## src/design/bmp565_pkg.sv

```systemverilog
`timescale 1ns / 1ps

package bmp565_pkg;

  localparam int unsigned HEADER_LEN = 34;
  localparam logic [15:0] BMP_MAGIC  = 16'h4D42;

  localparam logic [15:0] DISPLAY_WIDTH_RESET  = 16'd320;
  localparam logic [15:0] DISPLAY_HEIGHT_RESET = 16'd240;

  localparam int unsigned CFG_INDEX_W = 8;
  localparam logic [CFG_INDEX_W-1:0] CFG_DISPLAY_WIDTH  = 8'd0;
  localparam logic [CFG_INDEX_W-1:0] CFG_DISPLAY_HEIGHT = 8'd1;

  typedef enum logic [1:0] {
    KIND_PIXEL  = 2'd0,
    KIND_ACCEPT = 2'd1,
    KIND_REJECT = 2'd2
  } kind_t;

  typedef enum logic [2:0] {
    REASON_MAGIC      = 3'd0,
    REASON_SIZE       = 3'd1,
    REASON_PLANES     = 3'd2,
    REASON_COMPRESSED = 3'd3,
    REASON_OFFSET     = 3'd4
  } reason_t;

  typedef struct packed {
    kind_t       kind;
    reason_t     reject_reason;
    logic [15:0] pixel_rgb565;
  } result_t;

endpackage

```

## src/design/bmp565_parser.sv

```systemverilog
`timescale 1ns / 1ps

module bmp565_parser (
  input  logic                  clk,
  input  logic                  rst,
  input  logic                  in_valid,
  input  logic [7:0]            in_byte,
  input  logic                  in_sof,
  input  logic [15:0]           display_width,
  input  logic [15:0]           display_height,
  output logic                  res_valid,
  output bmp565_pkg::result_t   res
);
  import bmp565_pkg::*;

  typedef enum logic [1:0] {
    MODE_IDLE   = 2'd0,
    MODE_HEADER = 2'd1,
    MODE_SKIP   = 2'd2,
    MODE_PIXELS = 2'd3
  } mode_t;

  mode_t       mode, mode_next, cur_mode;
  logic [31:0] pos, pos_next, cur_pos, pos_inc;
  logic [31:0] data_offset, data_offset_next;
  logic [31:0] image_width, image_width_next;
  logic [31:0] image_height, image_height_next;
  logic [7:0]  magic_lo, magic_lo_next;
  logic        bad_magic, bad_magic_next;
  logic        bad_planes, bad_planes_next;
  logic        bad_comp, bad_comp_next;
  logic [1:0]  phase, phase_next, cur_phase;
  logic [10:0] partial, partial_next;

  logic [5:0]  hdr_pos;
  logic [1:0]  lane;
  logic [31:0] img_max, img_min, disp_max, disp_min;
  logic        size_ok, comp_final;

  // header position is below HEADER_LEN whenever it is used
  assign hdr_pos = cur_pos[5:0];
  assign lane    = hdr_pos[1:0] + 2'd2;
  assign pos_inc = cur_pos + 32'd1;

  always_comb begin
    img_max  = (image_width > image_height) ? image_width : image_height;
    img_min  = (image_width > image_height) ? image_height : image_width;
    disp_max = (display_width > display_height) ? {16'd0, display_width}
                                                : {16'd0, display_height};
    disp_min = (display_width > display_height) ? {16'd0, display_height}
                                                : {16'd0, display_width};
    size_ok  = (img_max == disp_max) && (img_min == disp_min);
  end

  assign comp_final = bad_comp | (in_byte != 8'd0);

  always_comb begin
    cur_mode  = in_sof ? MODE_HEADER : mode;
    cur_pos   = in_sof ? 32'd0 : pos;
    cur_phase = in_sof ? 2'd0 : phase;

    mode_next         = mode;
    pos_next          = pos;
    data_offset_next  = data_offset;
    image_width_next  = image_width;
    image_height_next = image_height;
    magic_lo_next     = magic_lo;
    bad_magic_next    = bad_magic;
    bad_planes_next   = bad_planes;
    bad_comp_next     = bad_comp;
    phase_next        = phase;
    partial_next      = partial;

    res_valid         = 1'b0;
    res.kind          = KIND_PIXEL;
    res.reject_reason = REASON_MAGIC;
    res.pixel_rgb565  = 16'd0;

    if (in_valid) begin
      mode_next  = cur_mode;
      phase_next = cur_phase;
      unique case (cur_mode)
        MODE_IDLE: begin
          mode_next = MODE_IDLE;
        end
        MODE_HEADER: begin
          pos_next = pos_inc;
          // byte lanes are all overwritten before the verdict, so no clear
          if (hdr_pos == 6'd0) begin
            magic_lo_next = in_byte;
          end else if (hdr_pos == 6'd1) begin
            bad_magic_next  = ({in_byte, magic_lo} != BMP_MAGIC);
            bad_planes_next = 1'b0;
            bad_comp_next   = 1'b0;
          end else if (hdr_pos >= 6'd10 && hdr_pos <= 6'd13) begin
            data_offset_next[lane*8 +: 8] = in_byte;
          end else if (hdr_pos >= 6'd18 && hdr_pos <= 6'd21) begin
            image_width_next[lane*8 +: 8] = in_byte;
          end else if (hdr_pos >= 6'd22 && hdr_pos <= 6'd25) begin
            image_height_next[lane*8 +: 8] = in_byte;
          end else if (hdr_pos == 6'd26) begin
            if (in_byte != 8'd1) bad_planes_next = 1'b1;
          end else if (hdr_pos == 6'd27) begin
            if (in_byte != 8'd0) bad_planes_next = 1'b1;
          end else if (hdr_pos >= 6'd30 && hdr_pos <= 6'd33) begin
            bad_comp_next = comp_final;
          end

          if (hdr_pos == 6'(HEADER_LEN - 1)) begin
            res_valid = 1'b1;
            res.kind  = KIND_REJECT;
            mode_next = MODE_IDLE;
            priority if (bad_magic) begin
              res.reject_reason = REASON_MAGIC;
            end else if (!size_ok) begin
              res.reject_reason = REASON_SIZE;
            end else if (bad_planes) begin
              res.reject_reason = REASON_PLANES;
            end else if (comp_final) begin
              res.reject_reason = REASON_COMPRESSED;
            end else if (data_offset < 32'(HEADER_LEN)) begin
              res.reject_reason = REASON_OFFSET;
            end else begin
              res.kind  = KIND_ACCEPT;
              mode_next = (data_offset == 32'(HEADER_LEN)) ? MODE_PIXELS : MODE_SKIP;
            end
          end
        end
        MODE_SKIP: begin
          pos_next = pos_inc;
          if (pos_inc >= data_offset) mode_next = MODE_PIXELS;
        end
        MODE_PIXELS: begin
          unique case (cur_phase)
            2'd0: begin
              partial_next[4:0] = in_byte[7:3];
              phase_next        = 2'd1;
            end
            2'd1: begin
              partial_next[10:5] = in_byte[7:2];
              phase_next         = 2'd2;
            end
            default: begin
              phase_next       = 2'd0;
              res_valid        = 1'b1;
              res.kind         = KIND_PIXEL;
              res.pixel_rgb565 = {in_byte[7:3], partial};
            end
          endcase
        end
      endcase
    end
  end

  always_ff @(posedge clk) begin
    if (rst) begin
      mode  <= MODE_IDLE;
      pos   <= 32'd0;
      phase <= 2'd0;
    end else begin
      mode  <= mode_next;
      pos   <= pos_next;
      phase <= phase_next;
    end
    data_offset  <= data_offset_next;
    image_width  <= image_width_next;
    image_height <= image_height_next;
    magic_lo     <= magic_lo_next;
    bad_magic    <= bad_magic_next;
    bad_planes   <= bad_planes_next;
    bad_comp     <= bad_comp_next;
    partial      <= partial_next;
  end

endmodule

```

## src/design/bmp565_out_buf.sv

```systemverilog
`timescale 1ns / 1ps

module bmp565_out_buf (
  input  logic                clk,
  input  logic                rst,
  input  logic                push,
  input  bmp565_pkg::result_t push_data,
  output logic                has_room,
  output logic                pop_valid,
  input  logic                pop_ready,
  output bmp565_pkg::result_t pop_data
);
  import bmp565_pkg::*;

  result_t    entry [2];
  logic       wr_ptr, rd_ptr;
  logic [1:0] count;
  logic       pop;

  assign has_room  = (count != 2'd2);
  assign pop_valid = (count != 2'd0);
  assign pop       = pop_valid & pop_ready;
  assign pop_data  = entry[rd_ptr];

  always_ff @(posedge clk) begin
    if (rst) begin
      wr_ptr <= 1'b0;
      rd_ptr <= 1'b0;
      count  <= 2'd0;
    end else begin
      if (push) wr_ptr <= ~wr_ptr;
      if (pop)  rd_ptr <= ~rd_ptr;
      count <= count + {1'b0, push} - {1'b0, pop};
    end
    if (push) entry[wr_ptr] <= push_data;
  end

endmodule

```

## src/design/bmp_stream_to_rgb565.sv

```systemverilog
`timescale 1ns / 1ps

// Decodes a 24-bit BMP byte stream into RGB565 pixels at one byte per clock while the
// output buffer has room. Each beat carries one file byte; tuser high marks byte 0 of
// a file and restarts the parse. After the 34-byte header one verdict beat comes out
// (accepted, or rejected with the first failing check of magic, size, planes,
// compression, offset), then bytes up to the data offset are dropped and every B,G,R
// triple yields one pixel beat. A rejected file is dropped until the next start.
// Every byte is handled in the cycle it is accepted by the parser registers; results
// go through a two-entry output buffer, so the input keeps taking one beat per cycle
// unless both entries wait on the output side. Display size registers are written
// through the cfg channel (index 0 width, 1 height); the user must write them only
// while no file is in flight, as the block does not enforce it.
module bmp_stream_to_rgb565 (
  input  logic        clk,
  input  logic        rst,
  input  logic        s_tvalid,
  output logic        s_tready,
  input  logic [7:0]  s_tdata,    // [7:0] data_byte
  input  logic        s_tuser,    // [0] start_of_file
  output logic        m_tvalid,
  input  logic        m_tready,
  output logic [23:0] m_tdata,    // [2:0] reject_reason, [18:3] pixel_rgb565, rest zero
  output logic [1:0]  m_tuser,    // [1:0] kind
  input  logic        cfg_valid,
  output logic        cfg_ready,
  input  logic [bmp565_pkg::CFG_INDEX_W-1:0] cfg_index,
  input  logic [15:0] cfg_data
);
  import bmp565_pkg::*;

  logic [15:0] display_width, display_height;
  logic        in_accept, res_valid, has_room;
  result_t     res, out_res;

  assign cfg_ready = 1'b1;

  always_ff @(posedge clk) begin
    if (rst) begin
      display_width  <= DISPLAY_WIDTH_RESET;
      display_height <= DISPLAY_HEIGHT_RESET;
    end else if (cfg_valid) begin
      if (cfg_index == CFG_DISPLAY_WIDTH)  display_width  <= cfg_data;
      if (cfg_index == CFG_DISPLAY_HEIGHT) display_height <= cfg_data;
    end
  end

  assign s_tready  = has_room;
  assign in_accept = s_tvalid & s_tready;

  bmp565_parser u_parser (
    .clk            (clk),
    .rst            (rst),
    .in_valid       (in_accept),
    .in_byte        (s_tdata),
    .in_sof         (s_tuser),
    .display_width  (display_width),
    .display_height (display_height),
    .res_valid      (res_valid),
    .res            (res)
  );

  bmp565_out_buf u_out_buf (
    .clk       (clk),
    .rst       (rst),
    .push      (res_valid),
    .push_data (res),
    .has_room  (has_room),
    .pop_valid (m_tvalid),
    .pop_ready (m_tready),
    .pop_data  (out_res)
  );

  assign m_tdata = {5'd0, out_res.pixel_rgb565, out_res.reject_reason};
  assign m_tuser = out_res.kind;

endmodule
```

## config.mk

```make
export PLATFORM = sky130hd
export DESIGN_NAME = bmp_stream_to_rgb565
export DESIGN_NICKNAME = d
export VERILOG_FILES = /design/src/design/bmp565_pkg.sv /design/src/design/bmp565_parser.sv /design/src/design/bmp565_out_buf.sv /design/src/design/bmp_stream_to_rgb565.sv
export SDC_FILE = /design/constraint.sdc
export NUM_CORES = 1
export LEC_CHECK = 0
export ABC_CLOCK_PERIOD_IN_PS = 3700
export BUFFER_PORTS_ARGS = -buffer_cell sky130_fd_sc_hd__buf_2
export CAP_MARGIN = 40
export CORE_ASPECT_RATIO = 0.5
export CORE_UTILIZATION = 40
export DETAILED_ROUTE_END_ITERATION = 7
export PLACE_DENSITY_LB_ADDON = 0.05
export SLEW_MARGIN = 20
export SYNTH_ARGS = -nofsm -noshare
export SYNTH_HDL_FRONTEND = slang
export SYNTH_SLANG_ARGS = --single-unit
```

## constraint.sdc

```tcl
create_clock -name clk -period 3.7 [get_ports clk]
set_input_delay 0 -clock clk [delete_from_list [all_inputs] [get_ports clk]]
set_output_delay 0 -clock clk [all_outputs]
set_load 0.05 [all_outputs]
```

# Yosys cells after proc, flatten, opt, wreduce, memory -nomap -nowiden
# Memory sizes are Yosys's and may differ from the RTL's. A register that Yosys moved wholly into a read port is not among the register bits.
# Index checks and enable logic that the tools add are counted.
[totals]
inputBits = 38
romBits = 0
memories = 1
latchBits = 0
ram_bits = 42
output_inout_bits = 29
register_bits = 190
[op_classes]
n_div = 0
shifts = 2
add_sub_neg = 5
order_cmp = 12
muxes = 58
n_eq_ne = 21
mul = 0
n_reduce_logical = 28
n_bitwise = 9
[memory_table]
columns = ["memory", "depth", "word_bits", "rd", "rd_clocked_by_memory_dff", "wr", "line_no", "rtl"]
rows = [
  ["u_out_buf.entry", 2, 21, 1, 1, 1, "bmp565_out_buf.sv:15", "result_t entry [2];"],
]
[ops]
columns = ["cell", "count"]
rows = [
  ["$bwmux W32", 3],
  ["$mux W32", 3],
  ["$eq A32 B32 Y1", 2],
  ["$mux W16", 4],
  ["$neg A5 Y34", 1],
  ["$shift A8 B34 Y32 const A", 1],
  ["$shiftx A8 B34 Y32", 1],
  ["$add A32 B1 Y32 const B", 1],
  ["$eq A32 B6 Y1 const B", 1],
  ["$ge A32 B32 Y1", 1],
  ["$gt A32 B32 Y1", 1],
  ["$lt A32 B6 Y1 const B", 1],
  ["$mux W2", 16],
  ["$mux W1", 21],
  ["$mux W21", 1],
  ["$ge A6 B5 Y1 const B", 3],
  ["$mux W3", 6],
  ["$reduce_and A9 Y1", 2],
  ["$gt A16 B16 Y1", 1],
  ["$ne A16 B15 Y1 const B", 1],
  ["$eq A6 B5 Y1 const B", 2],
  ["$le A6 B5 Y1 const B", 2],
  ["$ne A2 B1 Y1 const B", 5],
  ["$reduce_and A3 Y1", 3],
  ["other kinds (34)", 52],
]

# Longest topological paths before layout
# Gate-level depths: netlist (run 1).
[depth]
ltp_word = 9
ltp_mapped = 22
ltp_nobuf = 21

# By module
# From an unflattened synthesis (run 1), not the netlist that was laid out.
[unflattened]
hier_cells = 1259
area_unflattened_um2 = 12966.2
[modules_own_cells]
columns = ["module", "n_inst", "cells_each", "area_each_um2"]
rows = [
  ["bmp565_parser", 1, 1029, 9773.1],
  ["bmp565_out_buf", 1, 88, 1760.4],
  ["bmp_stream_to_rgb565", 1, 142, 1432.6],
]

# Worst setup path before layout (run 1)
# OpenSTA, ideal clock, no wires.
[synth_path]
path_type = "register to register"
from = "register u_parser.pos[0]"
to = "register u_parser.mode[0]"
path_slack_ps = -245
required_ps = 3583
setup_time_ps = 117
arrival_time_ps = 3828
synth_period_minus_slack_ps = 3945
n_path_buf = 1
stages_incl_launch_ff = 22
cell_sequence = "dfxtp_1 nor2b_1 ha_1 nand3_1 or3_1 nor3_1 and3_1 clkbuf_1 nand4_1 xor2_1 nor2_1 ha_1 a21oi_1 nor2b_1 o21ai_0 nand2b_1 a21oi_1 nor2b_1 o21ai_0 nand3_1 a41o_1 o2bb2ai_1"
[synth_between]
elab_chain_cells = 5
[synth_lines]
columns = ["element", "line_no", "rtl"]
rows = [
  ["from (decl)", "bmp565_parser.sv:24", "logic [31:0] pos, pos_next, cur_pos, pos_inc;"],
  ["from (signal assigned)", "bmp565_parser.sv:162", "pos <= pos_next;"],
  ["$mux W32", "bmp565_parser.sv:59", "cur_pos = in_sof ? 32'd0 : pos;"],
  ["$add A32 B1 Y32", "bmp565_parser.sv:43", "assign pos_inc = cur_pos + 32'd1;"],
  ["named net u_parser.pos_inc[18]", "bmp565_parser.sv:24", ""],
  ["$ge A32 B32 Y1", "bmp565_parser.sv:131", "if (pos_inc >= data_offset) mode_next = MODE_PIXELS;"],
  ["$mux W2", "bmp565_parser.sv:131", ""],
  ["$pmux W2 S3", "bmp565_parser.sv:82", "unique case (cur_mode)"],
  ["to (signal assigned)", "bmp565_parser.sv:161", "mode <= mode_next;"],
  ["to (decl)", "bmp565_parser.sv:23", "mode_t mode, mode_next, cur_mode;"],
]
# The timed path passes the listed nets, and every way through them passes these cells.
# A chain may end at the register's enable or synchronous reset.

==> results.toml, run 1 <==
[status]
outcome = "finished, violations left"
failed_checks = "setup timing"

[sta]
finalSetupViolCount = 10
fin_skew_ns = 0.02729
tightest_slew_ns = 0.8028
clock.fmax_ghz = 0.2615
finalHoldViolations = 0
rsz0062_at_grt = "yes"
fin_crit_sh_pct = 103.4
post-route-min-period_ns = 3.824
drv_slew = 0
maxSlewHeadroom_pct = 45.78
setup_ws_ns = -0.1242

[clocking]
insertion_delay_ns = 0.53
clk_pin_slew_worst_paths_ns = 0.07
cts-buffers-inserted = 23
clockBufferDepth = 3
cts_root_buf = "clkbuf_16"
h-tree-depth = 1
cts_sinks = 233
cts_tree = "built"

[floorplanning]
die_x_um = 253.2
row_count = 45
io_pins = 67
coreArea_um2 = 30690
floorplan.die_area_um2 = 32320
die_y_um = 127.6
initial_utilization_pct = 41.14

[worst_hold_path]
hold_path.class = "in2reg"

[synthesis]
ys_seq_area_share_pct = 49.63
yosysMostFrequentCell = "edfxtp_1"
synthCells = 1205
synthTopCellsByArea = "edfxtp_1, dfxtp_1, ha_1, mux2i_1, nor2_1"
synth_top_cell_by_area = "edfxtp_1"
synth_common_cells = "edfxtp_1, nor2_1, inv_1, ha_1, nand2_1"
syn_area_um2 = 12620
synth_top_area_share_pct = 38.06
yosys_most_used_dff = "edfxtp_1"
syn_avg_cell_area_um2 = 10.48
ys.warnings.count = 0
synth_edf_count = 160
synth_seq_cells = 233
async_flop_share_pct = 0
synth.distinct_cells = 64

[drt]
drtAntennaViolNets = 0
drt_iter0_drc = 517
wl_per_cell_um = 17.60
first_pass_iters = 5
drc = 0
via_count = 9386
finalWirelength_um = 32440
viasPerCell = 5.093

[finish]
drive_above_1_share_pct = 20.99
area_growth_pct = 23.08
design_area_um2 = 15540
antenna_cells = 0
nNetsFinal = 1534
final_cells = 1843
fillCellCount = 2759

[power]
finalPower_uw = 5572
swShare_pct = 23.45
pwr-share-seq_pct = 50.3
switchingPower_uw = 1307
peakVddDrop_mv = 0.2777
leakagePower_uw = 0.006566
internal_power_uw = 4265
pwr-share-clk_pct = 42.8
power.density_nw_per_um2 = 358.6
p_comb_share_pct = 6.9

[global_route]
grt_antenna_before_repair = 0
grt_pass1_wl_um = 50750
grt_max_degree = 40
grt-ovfl-total = 0
grt_pass1_vias = 9047
grt_usage_pct = 20.32

[placement]
routabilityCongestion = 0.8356
placed_cells = 1753
dpl_worst_slack_ns = -0.1886
post_dp_cell_area_um2 = 14100
portBuffers = 60
dp_hpwl_um = 24290

[critical_path]
critPathCaptureType = "register"
cp-start-kind = "register"
worstPathRequired_ns = 3.96
path_class = "reg2reg"
cp_max_fo = 11
cp.arrival_ns = 4.08

[flow_run]
cap_viol_max_count = 0
[final timing paths]
path,from,to,slack (ns),cells past startpoint
max,u_parser.image_height[1]$_DFFE_PP_,u_out_buf.entry[0][20]$_DFFE_PP_,-0.12,16
min,rst,u_parser.pos[4]$_SDFFE_PP0P_,0.07,2
max reg2reg,u_parser.image_height[1]$_DFFE_PP_,u_out_buf.entry[0][20]$_DFFE_PP_,-0.12,16
min reg2reg,u_parser.pos[31]$_SDFFE_PP0P_,u_parser.pos[31]$_SDFFE_PP0P_,0.47,2
[sequential cells by signal (all words and copies together), names as in the netlist, named ones only]
register	flops
display_height	16
display_width	16
u_out_buf.count	2
u_out_buf.entry	42
u_out_buf.rd_ptr	1
u_out_buf.wr_ptr	1
u_parser.bad_comp	1
u_parser.bad_magic	1
u_parser.bad_planes	1
u_parser.data_offset	32
u_parser.image_height	32
u_parser.image_width	32
u_parser.magic_lo	8
u_parser.mode	2
u_parser.partial	11
u_parser.phase	2
u_parser.pos	32
[cell families (layout without fill, tap and decap cells)]
group / Yosys count / count (layout) / synth area share (%)
DFF: 233 / 233 / 49.63
xor gates and xnor gates: 53 / 53 / 3.736
AOI/OAI and AO/OA: 148 / 148 / 7.136
buffers and inverters: 146 / 357 / 4.896
and+or+nand+nor: 425 / 425 / 16.78
other: 2 / 6 / 0.05949
muxes: 107 / 107 / 8.741
adders and majority gates: 91 / 91 / 9.019
[stage by stage]
| stage | util, % | hold slack [ns] | TNS (ns) |
|---|---|---|---|
| after floorplan | - | 0.09887 | 0 |
| after global placement | 45.90 | 0.2232 | -0.7010 |
| after detailed placement | 45.97 | 0.2337 | -1.516 |
| after CTS | 50.15 | 0.05546 | -0.09540 |
| after global routing | 50.64 | 0.1089 | -2.852 |
| final | 50.64 | 0.07017 | -0.6121 |
[power by group through the flow]
stage / Clock [µW] / Sequential (µW) / Combinational [µW]
3_5_place_dp: 0 / 2860 / 363
6_report: 2390 / 2800 / 385
4_1_cts: 2460 / 2800 / 387
5_1_grt: 2560 / 2800 / 414
3_3_place_gp: 0 / 2860 / 354
2_1_floorplan: 0 / 2850 / 244
[critical path, stage by stage, from the launching register on]
cell and delay (ns):
edfxtp_1 0.41, inv_2 0.09, ha_4 0.20, nor2b_4 0.12
o211ai_2 0.18, a2111oi_2 0.09, or4_4 0.55, a21oi_4 0.21
buf_12 0.16, buf_4 0.15, mux2i_4 0.24, xnor2_1 0.14
nand4_1 0.12, nor4_2 0.35, nand4_2 0.14, buf_6 0.16
o21a_1 0.21
[final cells by class]
type                            count  area (µm²)  share of cell area [%]
Timing Repair Buffer              216        1648                   10.60
Multi-Input combinational cell    830        5963                   38.38
Clock inverter                     16       173.9                   1.119
Sequential cell                   233        6266                   40.33
Tap cell                          423       529.3                   3.406
Clock buffer                       24       579.3                   3.728
Inverter                          101       379.1                   2.440
[routing by layer]
layer | part of all wire, % | wire length [µm] | up-vias | global-route usage [%]
met5 | 0 | 0 | - | 0
met4 | 1.5 | 493 | 0 | 3.565
met3 | 4.3 | 1393 | 36 | 2.995
met2 | 43 | 13880 | 185 | 31.14
met1 | 51 | 16670 | 4489 | 30.56
li1 | - | - | 4676 | -
[cell usage in the layout (no fill, tap or decap), drive strengths merged, types with 3 or more instances in the layout]
cell	instances
a211o	6
a211oi	3
a21o	13
a21oi	74
a22oi	4
and2	27
and3	4
buf	189
bufinv	3
clkbuf	24
clkinv	6
clkinvlp	7
conb	6
dfxtp	73
dlygate4sd3	27
edfxtp	160
ha	91
inv	101
mux2	26
mux2i	81
nand2	89
nand2b	17
nand3	18
nand4	37
nor2	131
nor2b	16
nor3	31
nor3b	4
nor4	27
nor4b	4
o211ai	3
o21ai	29
o22ai	4
or2	3
or3	7
or4	3
xnor2	38
xor2	15
[what timing repair did]
item                                    in CTS  in global routing
endpoints found under the setup margin      12                 12
endpoints found under the hold margin       73                  0
gates cloned                                 2                  0
hold buffers                                27                  0
pin swaps                                   16                 10
buffers inserted                            11                  9
gates resized for setup                     24                 14
No activity file was read; power rests on OpenSTA's default activity.
==> run 2, diff against run 1 <==
Settings changed: ABC_AREA set to 1.
==> run 2 against run 1 <==
Effect of this change:
- the run ends with DRC, setup timing left
- final cell count rose by 20%
- setup slack got worse by 0.21 ns
- core utilization fell by 2.3 points
- clock skew fell by 0.0016 ns
- clock power rose by 9.2%
- hold slack got worse by 0.025 ns
- first-iteration DRC count rose by 43%
- fmax fell by 5.1%
- global-route usage rose by 0.94 points
- critical path type unchanged
- critical endpoint is now u_parser.mode[0]$_SDFFE_PP0P_
- largest cell class unchanged
- largest power group unchanged
==> results.toml, run 2 <==
[sta]
drv_slew = 0
rsz0062_at_grt = "yes"
finalHoldViolations = 0
fin_crit_sh_pct = 109.0
maxSlewHeadroom_pct = 47.07
clock.fmax_ghz = 0.2480
tightest_slew_ns = 0.7879
fin_skew_ns = 0.02569
finalSetupViolCount = 1
fin_tns_setup_ns = -0.3317
setup_ws_ns = -0.3317
post-route-min-period_ns = 4.032

[synthesis]
ys.warnings.count = 0
synth_top_cell_by_area = "edfxtp_1"
ys_seq_area_share_pct = 46.57
synth_top_area_share_pct = 35.71
yosysMostFrequentCell = "nand2_1"
synth_mux_area_share_pct = 1.757
synthTopCellsByArea = "edfxtp_1, dfxtp_1, ha_1, nand2_1, inv_1"
async_flop_share_pct = 0
synth_xor_area_share_pct = 2.018
synthCells = 1603
synth_seq_cells = 233
syn_avg_cell_area_um2 = 8.394
synth.distinct_cells = 53
yosys.area_share.simple_pct = 22.23
synth_top_family_by_area = "simple AND/OR/NAND/NOR gates"
yosys_most_used_dff = "edfxtp_1"
syn_area_um2 = 13460
synth_common_cells = "nand2_1, inv_1, nor2_1, edfxtp_1, a21oi_1"
synth_compound_area_share_pct = 9.494
synthAdderAreaFrac_pct = 8.462
synth_edf_count = 160

[finish]
drive_above_1_share_pct = 15.32
largest_reg_flops = 42
antenna_cells = 0
area_growth_pct = 18.92
layout.cells.most_common_list = "nand2_1, inv_1, nor2_1"
design_area_um2 = 16000
utilization_pct = 48.33
nNetsFinal = 1886
fillCellCount = 3218
final_common_cell = "nand2_1"
regMostFlops = "u_out_buf.entry"

[worst_hold_path]
hold_path.class = "in2reg"

[floorplanning]
die_y_um = 131.7
io_pins = 67
die_x_um = 261.4
floorplan.die_area_um2 = 34420
initial_utilization_pct = 40.64
row_count = 47
coreArea_um2 = 33110

[placement]
dpl_worst_slack_ns = -0.3826
portBuffers = 60
routabilityCongestion = 0.8563
post_dp_cell_area_um2 = 14720
dp_hpwl_um = 28010

[drt]
first_pass_iters = 8
drt_iter0_drc = 739
wl_per_cell_um = 16.44
drc = 4
finalWirelength_um = 36430
via_count = 11110
drtAntennaViolNets = 0
viasPerCell = 5.012

[clocking]
cts_root_buf = "clkbuf_16"
cts_sinks = 233
insertion_delay_ns = 0.54
cts_tree = "built"
cts-buffers-inserted = 24
clk_pin_slew_worst_paths_ns = 0.07
clockBufferDepth = 3
h-tree-depth = 1

[power]
power.density_nw_per_um2 = 368.7
p_comb_share_pct = 7.9
pwr-share-clk_pct = 44.2
pwr-share-seq_pct = 47.8
internal_power_uw = 4479
peakVddDrop_mv = 0.2778
leakagePower_uw = 0.007165
swShare_pct = 24.08
switchingPower_uw = 1421

[global_route]
grt_antenna_before_repair = 1
grt_max_degree = 44
grt_usage_pct = 21.26
grt_pass1_vias = 10520
grt-ovfl-total = 0
grt_pass1_wl_um = 57160

[critical_path]
critPathMaxStageDelay_ns = 0.33
cp_max_fo = 2
critPathCaptureType = "register"
crit_family = "simple AND/OR/NAND/NOR gates"
worstPathRequired_ns = 4.18
path_buf_inv = 2
path_class = "reg2reg"
cp.arrival_ns = 4.51
cpMaxStageDelayCell = "dfxtp_2"
cp-start-kind = "register"

[status]
outcome = "finished, violations left"
failed_checks = "DRC, setup timing"

[flow_run]
cap_viol_max_count = 0
run 2: final timing paths:
| path | startpoint | slack, ns | cells after the start | endpoint |
|---|---|---|---|---|
| worst max-delay path | u_parser.pos[0]$_SDFFE_PP0P_ | -0.33 | 28 | u_parser.mode[0]$_SDFFE_PP0P_ |
| worst max register to register | u_parser.pos[0]$_SDFFE_PP0P_ | -0.33 | 28 | u_parser.mode[0]$_SDFFE_PP0P_ |
| worst min-delay path | cfg_index[0] | 0.04 | 4 | display_height[13]$_SDFFE_PP0P_ |
| worst min register to register | u_out_buf.rd_ptr$_SDFFE_PP0P_ | 0.46 | 1 | u_out_buf.rd_ptr$_SDFFE_PP0P_ |
run 2: cell type report:
class                   count  area, µm²  area share, %
multi-input cells        1059       6055          37.84
well taps                 441      551.8          3.448
flip-flops and latches    233       6270          39.18
clock inverters            16      197.7          1.235
clock buffers              28      636.9          3.980
repair buffers            174       1296          8.101
inverters                 265      994.7          6.216
run 2: what timing repair did:
| item | CTS | global route |
|---|---|---|
| hold buffers | 26 | 0 |
| buffers inserted | 0 | 10 |
| hold endpoints to repair | 86 | 0 |
| pin swaps | 0 | 18 |
| setup endpoints to repair | 1 | 12 |
| gates resized for setup | 7 | 17 |
run 2: kinds of logic after synthesis:
| logic type | count (synthesis) |
|---|---|
| AND/OR/NAND/NOR | 671 |
| buffers and inverters | 315 |
| AO/OA/AOI/OAI | 239 |
| flip-flops | 233 |
| adder cells (fa/ha/maj) | 91 |
| XOR/XNOR | 31 |
| multiplexers | 21 |
| other | 2 |
run 2: power groups by stage:
stage / registers, µW / logic [µW] / clock network [µW]
3_5_place_dp: 2880 / 440 / 0
4_1_cts: 2820 / 466 / 2670
3_3_place_gp: 2880 / 431 / 0
5_1_grt: 2820 / 517 / 2770
6_report: 2820 / 469 / 2610
2_1_floorplan: 2870 / 290 / 0
run 2: worst register-to-register path: cells and delay by family, from the launching register on:
family | cells | cell delay, ns
AOI/OAI and AO/OA | 2 | 0.18
xor gates and xnor gates | 1 | 0.19
adders and majority gates | 2 | 0.42
buffers and inverters | 2 | 0.13
DFF | 1 | 0.33
and+or+nand+nor | 21 | 2.72
run 2: routing by layer:
layer	up-vias	share of wire, %	global-route usage, %
met5	-	0	0
met4	0	1.9	4.360
met3	44	4.6	3.839
met2	225	43	32.50
met1	5209	51	31.23
li1	5628	-	-
run 2: through the flow:
step	power, µW	hold slack (ns)	cells
finish	5899	0.04472	2216
detailed placement	3318	0.2426	2134
global placement	3309	0.2294	2132
global route	6115	0.04965	2216
CTS	5953	0.02413	2204
floorplan	3161	0.09887	1607
